--- config.mk ---
export PLATFORM = sky130hd
export DESIGN_NAME = sensor_frame_decoder_unit
export DESIGN_NICKNAME = d
export VERILOG_FILES = /design/src/rtl/core/sfd_pkg.sv /design/src/rtl/core/sfd_ctrl.sv /design/src/rtl/core/sfd_datapath.sv /design/src/rtl/core/sensor_frame_decoder_unit.sv
export SDC_FILE = /design/constraint.sdc
export NUM_CORES = 1
export LEC_CHECK = 0
export BUFFER_PORTS_ARGS = -buffer_cell sky130_fd_sc_hd__buf_4
export CAP_MARGIN = 10
export CORE_MARGIN = 3
export CORE_UTILIZATION = 45
export CTS_CLUSTER_DIAMETER = 60
export CTS_CLUSTER_SIZE = 24
export DETAILED_ROUTE_END_ITERATION = 10
export GPL_TIMING_DRIVEN = 1
export PLACE_DENSITY = 0.75
export RECOVER_POWER = 50
export SYNTH_ARGS = -nofsm -noshare
export SYNTH_HDL_FRONTEND = slang
export SYNTH_SLANG_ARGS = --single-unit
--- constraint.sdc ---
create_clock -name clk_i -period 4.6 [get_ports clk_i]
set_input_delay 0.92 -clock clk_i [delete_from_list [all_inputs] [get_ports clk_i]]
set_output_delay 0.92 -clock clk_i [all_outputs]
set_load 0.02 [all_outputs]
--- src/rtl/core/sfd_pkg.sv ---
// sfd_pkg: shared types and constants of the sensor frame decoder
// used by sfd_ctrl, sfd_datapath and sensor_frame_decoder_unit

package sfd_pkg;

  localparam int unsigned BYTE_W     = 8;
  localparam int unsigned SUM_W      = 12;
  localparam int unsigned VAL_W      = 17;
  localparam int unsigned CNT_W      = 4;
  localparam int unsigned ADDR_W     = 3;
  localparam int unsigned TDATA_W    = 120;

  localparam logic [BYTE_W-1:0] END_BYTE_RST = 8'd13;
  localparam logic              REG_END_BYTE = 1'b0;

  localparam int unsigned DATA_START = 4;
  localparam logic [CNT_W-1:0] DATA_LAST = 4'd13;
  localparam int unsigned POS_TEMP   = 4;
  localparam int unsigned POS_PRESS  = 6;
  localparam int unsigned POS_WDIR   = 8;
  localparam int unsigned POS_HUM    = 9;
  localparam int unsigned POS_RAIN   = 10;
  localparam int unsigned POS_WIND   = 14;
  localparam int unsigned POS_LIGHT  = 16;
  localparam int unsigned POS_CSUM   = 18;

  localparam logic [VAL_W-1:0] TEMP_OFS  = 17'd1200;
  localparam logic [VAL_W-1:0] PRESS_OFS = 17'd8000;
  localparam logic [VAL_W-1:0] WIND_OFS  = 17'd4500;

  typedef struct packed {
    logic             wr_en;
    logic             sum_clr;
    logic             sum_en;
    logic [CNT_W-1:0] sum_idx;
    logic             load;
  } cmd_t;

  typedef struct packed {
    logic is_end;
    logic out_free;
  } status_t;

endpackage

--- src/rtl/core/sfd_ctrl.sv ---
// sfd_ctrl: frame controller, byte intake, checksum sweep and result load
// depends on sfd_pkg

module sfd_ctrl
  import sfd_pkg::*;
(
  input  logic    clk_i,
  input  logic    rst_ni,
  input  logic    in_valid_i,
  input  status_t status_i,
  output logic    in_ready_o,
  output cmd_t    cmd_o
);

  typedef enum logic [1:0] {
    ST_IDLE,
    ST_SUM,
    ST_LOAD
  } state_e;

  state_e           state_q, state_d;
  logic [CNT_W-1:0] cnt_q, cnt_d;

  always_comb begin
    state_d = state_q;
    cnt_d   = cnt_q;
    unique case (state_q)
      ST_IDLE: begin
        if (in_valid_i && status_i.is_end) begin
          state_d = ST_SUM;
          cnt_d   = '0;
        end
      end
      ST_SUM: begin
        cnt_d = cnt_q + 1'b1;
        if (cnt_q == DATA_LAST) begin
          state_d = ST_LOAD;
        end
      end
      ST_LOAD: begin
        if (status_i.out_free) begin
          state_d = ST_IDLE;
        end
      end
      default: state_d = ST_IDLE;
    endcase
  end

  always_ff @(posedge clk_i or negedge rst_ni) begin
    if (!rst_ni) begin
      state_q <= ST_IDLE;
      cnt_q   <= '0;
    end else begin
      state_q <= state_d;
      cnt_q   <= cnt_d;
    end
  end

  assign in_ready_o    = (state_q == ST_IDLE);
  assign cmd_o.wr_en   = (state_q == ST_IDLE) && in_valid_i && !status_i.is_end;
  assign cmd_o.sum_clr = (state_q == ST_IDLE) && in_valid_i && status_i.is_end;
  assign cmd_o.sum_en  = (state_q == ST_SUM);
  assign cmd_o.sum_idx = cnt_q;
  assign cmd_o.load    = (state_q == ST_LOAD) && status_i.out_free;

endmodule

--- src/rtl/core/sfd_datapath.sv ---
// sfd_datapath: frame store, write position, checksum accumulator, field decode
// and result register; depends on sfd_pkg

module sfd_datapath
  import sfd_pkg::*;
#(
  parameter int unsigned BUFFER_DEPTH = 24
) (
  input  logic               clk_i,
  input  logic               rst_ni,
  input  logic [BYTE_W-1:0]  rx_byte_i,
  input  logic [BYTE_W-1:0]  end_byte_i,
  input  cmd_t               cmd_i,
  input  logic               out_ready_i,
  output status_t            status_o,
  output logic               out_valid_o,
  output logic [TDATA_W-1:0] out_data_o
);

  localparam int unsigned IDX_W = $clog2(BUFFER_DEPTH);
  localparam int unsigned POS_W = $clog2(BUFFER_DEPTH + 1);
  localparam logic [POS_W-1:0] POS_FULL = POS_W'(BUFFER_DEPTH);

  logic [BYTE_W-1:0]  store_q [BUFFER_DEPTH];
  logic [POS_W-1:0]   pos_q;
  logic               ovf_q;
  logic [SUM_W-1:0]   sum_q;
  logic               out_valid_q;
  logic [TDATA_W-1:0] out_data_q, out_data_d;
  logic [IDX_W-1:0]   sum_addr;
  logic [15:0]        w_temp, w_press, w_wind, w_light, w_csum;
  logic               csum_ok;

  assign sum_addr = IDX_W'(DATA_START) + IDX_W'(cmd_i.sum_idx);

  always_ff @(posedge clk_i or negedge rst_ni) begin
    if (!rst_ni) begin
      for (int i = 0; i < BUFFER_DEPTH; i++) begin
        store_q[i] <= '0;
      end
      pos_q <= '0;
      ovf_q <= 1'b0;
    end else begin
      if (cmd_i.wr_en) begin
        if (pos_q != POS_FULL) begin
          store_q[pos_q[IDX_W-1:0]] <= rx_byte_i;
          pos_q <= pos_q + 1'b1;
        end else begin
          ovf_q <= 1'b1;
        end
      end else if (cmd_i.load) begin
        pos_q <= '0;
        ovf_q <= 1'b0;
      end
    end
  end

  always_ff @(posedge clk_i) begin
    if (cmd_i.sum_clr) begin
      sum_q <= '0;
    end else if (cmd_i.sum_en) begin
      sum_q <= sum_q + SUM_W'(store_q[sum_addr]);
    end
  end

  assign w_temp  = {store_q[POS_TEMP],  store_q[POS_TEMP + 1]};
  assign w_press = {store_q[POS_PRESS], store_q[POS_PRESS + 1]};
  assign w_wind  = {store_q[POS_WIND],  store_q[POS_WIND + 1]};
  assign w_light = {store_q[POS_LIGHT], store_q[POS_LIGHT + 1]};
  assign w_csum  = {store_q[POS_CSUM],  store_q[POS_CSUM + 1]};
  assign csum_ok = ({4'b0, sum_q} == w_csum);

  always_comb begin
    out_data_d = {
      3'b000,
      w_light,
      {1'b0, w_wind} - WIND_OFS,
      store_q[POS_RAIN], store_q[POS_RAIN + 1], store_q[POS_RAIN + 2], store_q[POS_RAIN + 3],
      store_q[POS_HUM],
      store_q[POS_WDIR],
      {1'b0, w_press} - PRESS_OFS,
      {1'b0, w_temp} - TEMP_OFS,
      ovf_q,
      csum_ok
    };
  end

  always_ff @(posedge clk_i or negedge rst_ni) begin
    if (!rst_ni) begin
      out_valid_q <= 1'b0;
    end else if (cmd_i.load) begin
      out_valid_q <= 1'b1;
    end else if (out_ready_i) begin
      out_valid_q <= 1'b0;
    end
  end

  always_ff @(posedge clk_i) begin
    if (cmd_i.load) begin
      out_data_q <= out_data_d;
    end
  end

  assign status_o.is_end   = (rx_byte_i == end_byte_i);
  assign status_o.out_free = !out_valid_q || out_ready_i;
  assign out_valid_o       = out_valid_q;
  assign out_data_o        = out_data_q;

endmodule

--- src/rtl/core/sensor_frame_decoder_unit.sv ---
// sensor_frame_decoder_unit: top level, register port, controller and datapath
// depends on sfd_pkg, sfd_ctrl, sfd_datapath
//
// channel   dir  handshake                       payload
// s_axis    in   s_axis_tvalid / s_axis_tready   rx_byte
// m_axis    out  m_axis_tvalid / m_axis_tready   decoded frame result
// apb       in   psel / penable / pwrite         end_byte at address 0
//
// a non-end byte is stored (sets overflow if full); the next follows at once
// an end byte starts a checksum sweep over store bytes 4 to 17, one byte a cycle,
// then the result register is loaded
// the sweep and load hold s_axis_tready low; a stalled result register delays the load
// reset clears the store, position, overflow flag and sets end_byte to 13

module sensor_frame_decoder_unit
  import sfd_pkg::*;
#(
  parameter int unsigned BUFFER_DEPTH = 24
) (
  input  logic               clk_i,
  input  logic               rst_ni,
  input  logic               s_axis_tvalid,
  output logic               s_axis_tready,
  input  logic [7:0]         s_axis_tdata,   // rx_byte
  output logic               m_axis_tvalid,
  input  logic               m_axis_tready,
  // checksum_ok, overflowed, temperature_tenths, pressure_tenths, wind_direction,
  // humidity_percent, rain_count, wind_speed_hundredths, light_level, zero pad
  output logic [TDATA_W-1:0] m_axis_tdata,
  input  logic               psel,
  input  logic               penable,
  input  logic               pwrite,
  input  logic [ADDR_W-1:0]  paddr,
  input  logic [31:0]        pwdata,
  output logic [31:0]        prdata,
  output logic               pready
);

  logic [BYTE_W-1:0] end_byte_q;
  cmd_t              cmd;
  status_t           status;

  assign pready = 1'b1;

  always_ff @(posedge clk_i or negedge rst_ni) begin
    if (!rst_ni) begin
      end_byte_q <= END_BYTE_RST;
    end else if (psel && penable && pwrite && pready && (paddr[2] == REG_END_BYTE)) begin
      end_byte_q <= pwdata[BYTE_W-1:0];
    end
  end

  assign prdata = (paddr[2] == REG_END_BYTE) ? {24'b0, end_byte_q} : '0;

  sfd_ctrl u_ctrl (
    .clk_i      (clk_i),
    .rst_ni     (rst_ni),
    .in_valid_i (s_axis_tvalid),
    .status_i   (status),
    .in_ready_o (s_axis_tready),
    .cmd_o      (cmd)
  );

  sfd_datapath #(
    .BUFFER_DEPTH (BUFFER_DEPTH)
  ) u_datapath (
    .clk_i       (clk_i),
    .rst_ni      (rst_ni),
    .rx_byte_i   (s_axis_tdata),
    .end_byte_i  (end_byte_q),
    .cmd_i       (cmd),
    .out_ready_i (m_axis_tready),
    .status_o    (status),
    .out_valid_o (m_axis_tvalid),
    .out_data_o  (m_axis_tdata)
  );

  a_end_blocks_input: assert property (@(posedge clk_i) disable iff (!rst_ni)
    (s_axis_tvalid && s_axis_tready && status.is_end) |=> !s_axis_tready)
    else $error("input taken during checksum sweep");

  a_result_after_sweep: assert property (@(posedge clk_i) disable iff (!rst_ni)
    $rose(m_axis_tvalid) |-> !$past(s_axis_tready))
    else $error("result loaded outside the sweep");

  a_cmd_exclusive: assert property (@(posedge clk_i) disable iff (!rst_ni)
    !(cmd.wr_en && (cmd.sum_en || cmd.load)))
    else $error("store write overlaps sweep or load");

endmodule
======== Word-level counts from Yosys, hierarchy flattened ========
Index checks and enable logic that the tools add are counted.
cells by class
  equality and inequality tests ........... 11
  add/subtract/negate cells ............... 7
  multiplexer cells ....................... 21
  reduce and logical (&&, ||, !) cells .... 21
  magnitude comparators ................... 3
  bitwise operators ....................... 3
operator list
  operator                number
  $bwmux 192              1
  $bmux 8 s5              1
  $demux 8 s5             1
  $sub 16x13->17 const B  2
  $mux 8                  4
  $sub 16x11->17 const B  1
  $eq 12x16->1            1
  $mux 5                  3
  $add 12x8->12           1
  $ge 6x6->1 const B      2
  $not 5->6               2
  $logic_and 1x1->1       9
  $eq 8x8->1              1
  $ne 2x1->1 const B      4
  $pmux 4 s2              1
  $reduce_and 2->1        4
  $lt 6x1->1 const B      1
  $mux 2                  3
  $pmux 2 s3              1
  $reduce_bool 2->1       3
  $add 3x4->5 const A     1
  $add 5x1->5 const B     1
  $mux 1                  5
  $ne 5x5->1 const B      1
  11 further kinds        12
word-level totals
  output and inout port bits .............. 155
  bits of input ports ..................... 50
  bits in registers ....................... 342

======== Logic depth before layout (Yosys ltp) ========
  depth in word-level cells ............... 6
  depth in mapped cells ................... 15

======== Cells and area by module ========
Synthesis repeated with hierarchy kept, for this count alone.
unflattened totals
  cell total of the unflattened synthesis .. 1075
  area total of the unflattened synthesis .. 15428.5 µm²
modules (own cells, without submodules)
  module                     area each (µm²)  cells each  seq. area each (µm²)  instances
  sfd_datapath               14520.2          990         8733.4                1
  sensor_frame_decoder_unit  583.1            52          203.9                 1
  sfd_ctrl                   325.3            33          150.1                 1

======== Worst setup path before layout ========
No wires, ideal clock.
  path type ............................... in2reg
  start ................................... in m_axis_tready
  end ..................................... reg u_datapath.out_data_q[0] (netlist: u_datapath.out_data_o[0]), enable pin
  stages .................................. 3
  setup slack ............................. 0.670 ns
  required time ........................... 4.129 ns
  data arrival time ....................... 3.459 ns
  setup time .............................. 0.471 ns
  path through ............................ nand2b_1 nand2b_1 inv_1
RTL lines
  what                    RTL line                         source
  start: declaration      sensor_frame_decoder_unit.sv:26  input logic m_axis_tready,
  end signal: assignment  sfd_datapath.sv:100              out_data_q <= out_data_d;
  end: declaration        sfd_datapath.sv:29               logic [TDATA_W-1:0] out_data_q, out_data_d;

======== Worst setup path in the final report ========
  start ................................... reg u_ctrl.cnt_q[2]
  end ..................................... reg u_datapath.sum_q[9]
on the way
  cells in the longest elaborated chain, start to end .. 6
ends and longest elaborated chain
  what                                        RTL line            source
  start: declaration                          sfd_ctrl.sv:22      logic [CNT_W-1:0] cnt_q, cnt_d;
  start signal: assignment                    sfd_ctrl.sv:55      cnt_q <= cnt_d;
  $add 3x4->5                                 sfd_datapath.sv:34  assign sum_addr = IDX_W'(DATA_START) + IDX_W'(cmd_i.sum_idx);
  $not 5->6 (implied by the code)             sfd_datapath.sv:62  sum_q <= sum_q + SUM_W'(store_q[sum_addr]);
  $bmux 8 s5                                  sfd_datapath.sv:62
  $mux 8 (implied by the code) (2 in series)  sfd_datapath.sv:62
  $add 12x8->12                               sfd_datapath.sv:62
  end signal: assignment                      sfd_datapath.sv:62
  end: declaration                            sfd_datapath.sv:27  logic [SUM_W-1:0] sum_q;
No other way between the ends. The select of a mux whose other input is x is not followed.
A chain may end at the register's enable or synchronous reset.

==> impl_metrics.ini <==
[finish]
multi_input_area_sq_mm = 0.00594
final_layout_size_suffix_gt1_share_pct = 30.4
antenna_cells = 0
ff_latch_area_sq_mm = 0.00909
finalNonFillerCells = 1690
syn2layout_area_growth_pct = 12.9
final_area_sq_mm = 0.0175
fin_util_pct = 51.8
nFillCells = 2869
fin_nets = 1295

[timing]
timing.final.hold_violations = 0
fin_crit_sh_pct = 80.6
rsz0062_at_grt = no
max_freq_ghz = 0.270
slew_headroom_pct = -79.9
fin_setup_tns_ns = 0
tightest_slew_ns = 2.70
period_needed_ns = 3.71
setup_viol = 0
fin_skew_ns = 0.0166
finalMaxSlewViolations = 106

[setup_path]
cpMaxStageDelayCell = nor2_1
cpMostUsedCell = o211ai_1
crit_start = u_ctrl.cnt_q[2]$_DFFE_PN0P_
r2r_slack_ns = 0.89
slowest_delay_ns = 1.00
path_buf_inv = 0
worstPathArrival_ns = 4.07
rr_endpoint = u_datapath.sum_q[9]$_SDFFE_PP0P_
crit_chain = nor2_1, a22oi_1, nand3_1, o211ai_1, ha_1, a211oi_1, o211ai_1, a31oi_1, mux2i_1, nor3_1
crit_required_ns = 4.96
critical_path_depth = 10
reg2reg_depth = 10
path_class = flip-flop to flip-flop
worstReg2RegStart = u_ctrl.cnt_q[2]$_DFFE_PN0P_
worst_setup_path_end_kind = flip-flop
crit_family = simple AND/OR/NAND/NOR gates
cp-start-kind = flip-flop
crit_end = u_datapath.sum_q[9]$_SDFFE_PP0P_
crit_fanout = 16

[clocking]
ctsResizeCount = 0
cts.sink_count = 342
cts_made_buffers = 23
cts.path.max_buffers = 3
cts_post_setup_buffers_inserted = 0
clk_pin_slew_ns = 0.08
cts_tree = done
root_buffer = clkbuf_16
h-tree-depth = 1
clk_latency_ns = 0.53
postCtsHoldBufs = 0

[placement]
io_buffers = 150
placed_cell_area_sq_mm = 0.0169
place_inst = 1649
globalplace.congestion = 0.865
dpl.hpwl_mm = 24.1

[outcome]
outcome = finished with violations
violations = capacitance limit, slew limit

[drt]
drc = 0
wire_per_inst_microns = 20.8
postRouteAntennaNets = 0
num_vias = 9327
routed_via_density = 5.52
drt_iter0_drc = 656
firstDrtPassIters = 5
drt_wl_total_mm = 35.1

[grt]
grtUsageMet1_pct = 26.4
met3_usage_pct = 2.27
use_met2_pct = 31.7
grt_pass1_vias = 9190
grt_use_total_pct = 18.9
antenna_found_initial = 0
grt-busiest-layer = met2
grt_pass1_wl_mm = 54.2
overflow = 0
grt_max_degree = 107

[floorplanning]
die-area_sq_mm = 0.0366
rows = 67
initial_core_util_pct = 45.9
die_w_microns = 191
die_y_microns = 191
core_sq_mm = 0.0337
ios = 205

[yosys]
synth_top_area_share_pct = 34.0
synth-async-reset-ratio_pct = 62.3
ys_ff_latch = 342
synth_top_area_cell = dfrtp_1
synthFlopType = dfrtp_1
ys_types = 50
synth_edf_count = 117
syn_area_sq_mm = 0.0155
synth.most_common_cell = dfrtp_1
yosysSeqAreaShare_pct = 58.8
synth_area_leaders = dfrtp_1 34%, edfxtp_1 23%, mux2_2 15%, mux2i_1 4.3%, mux4_2 2.3%
ys_warn_count = 0
netlist_instances = 1099
yosys-top-cells-count = 210 x dfrtp_1, 200 x mux2_2, 117 x edfxtp_1
syn_area_per_cell_sq_um = 14.1

[flow_run]
cap_viol_max_count = 1

[power]
totalPowerFinal_w = 0.0116
vdd_drop_max_mv = 0.384
cellLeakagePower_nw = 7.33
power_density_mw_per_mm2 = 662

[worst_hold_path]
worstHoldPathType = flip-flop to flip-flop
metal layers:
| metal | wire length, microns | vias up |
|---|---|---|
| met2 | 17000 | 284 |
| met3 | 1990 | 44 |
| li1 | - | 4208 |
| met1 | 15400 | 4791 |
| met4 | 741 | 0 |
| met5 | 0 | - |
final cells by class:
| class | instances | share of cell area [%] |
|---|---|---|
| Clock buffer | 25 | 3.34 |
| Inverter | 17 | 0.380 |
| Timing Repair Buffer | 165 | 5.95 |
| Clock inverter | 16 | 1.00 |
| Multi-Input combinational cell | 677 | 34.0 |
| Sequential cell | 342 | 52.1 |
| Tap cell | 448 | 3.21 |
through the flow:
step	hold slack (ns)	worst slack [ns]
2_1_floorplan	0.425	0.670
3_3_place_gp	0.454	0.984
3_5_place_dp	0.461	0.973
4_1_cts	0.482	0.945
5_1_grt	0.489	0.428
6_report	0.482	0.893
layout by cell type (no fill, tap or decap), types with 3 or more instances in the layout:
master	instances
inv_8	3
ha_1	18
nor4_1	7
nor3_1	8
dfstp_2	3
a31oi_1	3
inv_6	4
mux2_2	200
inv_1	16
mux4_2	16
xnor2_1	22
dfxtp_1	12
nand4_1	3
a21oi_1	30
o311ai_0	3
clkbuf_1	64
nor2_1	29
mux2i_1	67
dfrtp_1	209
and3_1	8
nand2b_1	22
o211ai_1	14
buf_4	97
a22oi_1	16
buf_12	3
xor2_1	31
conb_1	28
nor4_4	13
o21ai_0	11
clkbuf_16	23
or3_1	5
a211oi_1	6
nor2b_1	14
nand2_1	45
clkinv_8	4
a21o_1	4
nand3_1	28
edfxtp_1	117
or4_1	6
flip-flops by register name (all words and copies together) (netlist names), 2 cells and up:
register / flops
u_ctrl.state_q: 2
end_byte_q: 8
u_datapath.store_q: 128
u_datapath.pos_q: 5
u_datapath.out_data_o: 117
u_datapath.sum_q: 12
u_ctrl.cnt_q: 4
u_datapath.out_data_d: 64
logic make-up after synthesis:
family                     after synthesis  share of synthesized area, %
muxes                                  283                          21.2
AOI/OAI and AO/OA                       97                          4.07
xor gates and xnor gates                53                          3.00
adders and majority gates               19                          1.59
and+or+nand+nor                        197                          7.85
buffers and inverters                  106                          3.45
other                                    2                        0.0486
DFF                                    342                          58.8
power breakdown:
group          internal (W)  switching [W]  total (W)
logic               0.00211        0.00229    0.00440
registers           0.00419       0.000876    0.00507
clock network      0.000984        0.00111    0.00210
worst min path at each step:
stage                                                startpoint                                  end  slack, ns  cells past startpoint
after floorplan                    u_datapath.ovf_q$_DFFE_PN0P_   u_datapath.out_data_o[1]$_DFFE_PP_       0.43                      0
after global placement    u_datapath.out_data_d[74]$_DFFE_PN0P_  u_datapath.out_data_o[74]$_DFFE_PP_       0.45                      0
after detailed placement  u_datapath.out_data_d[53]$_DFFE_PN0P_  u_datapath.out_data_o[53]$_DFFE_PP_       0.46                      0
after CTS                 u_datapath.out_data_d[37]$_DFFE_PN0P_  u_datapath.out_data_o[37]$_DFFE_PP_       0.48                      0
after global routing      u_datapath.out_data_d[60]$_DFFE_PN0P_  u_datapath.out_data_o[60]$_DFFE_PP_       0.49                      0
final                     u_datapath.out_data_d[58]$_DFFE_PN0P_  u_datapath.out_data_o[58]$_DFFE_PP_       0.48                      0
No activity file was read; power rests on OpenSTA's default activity.
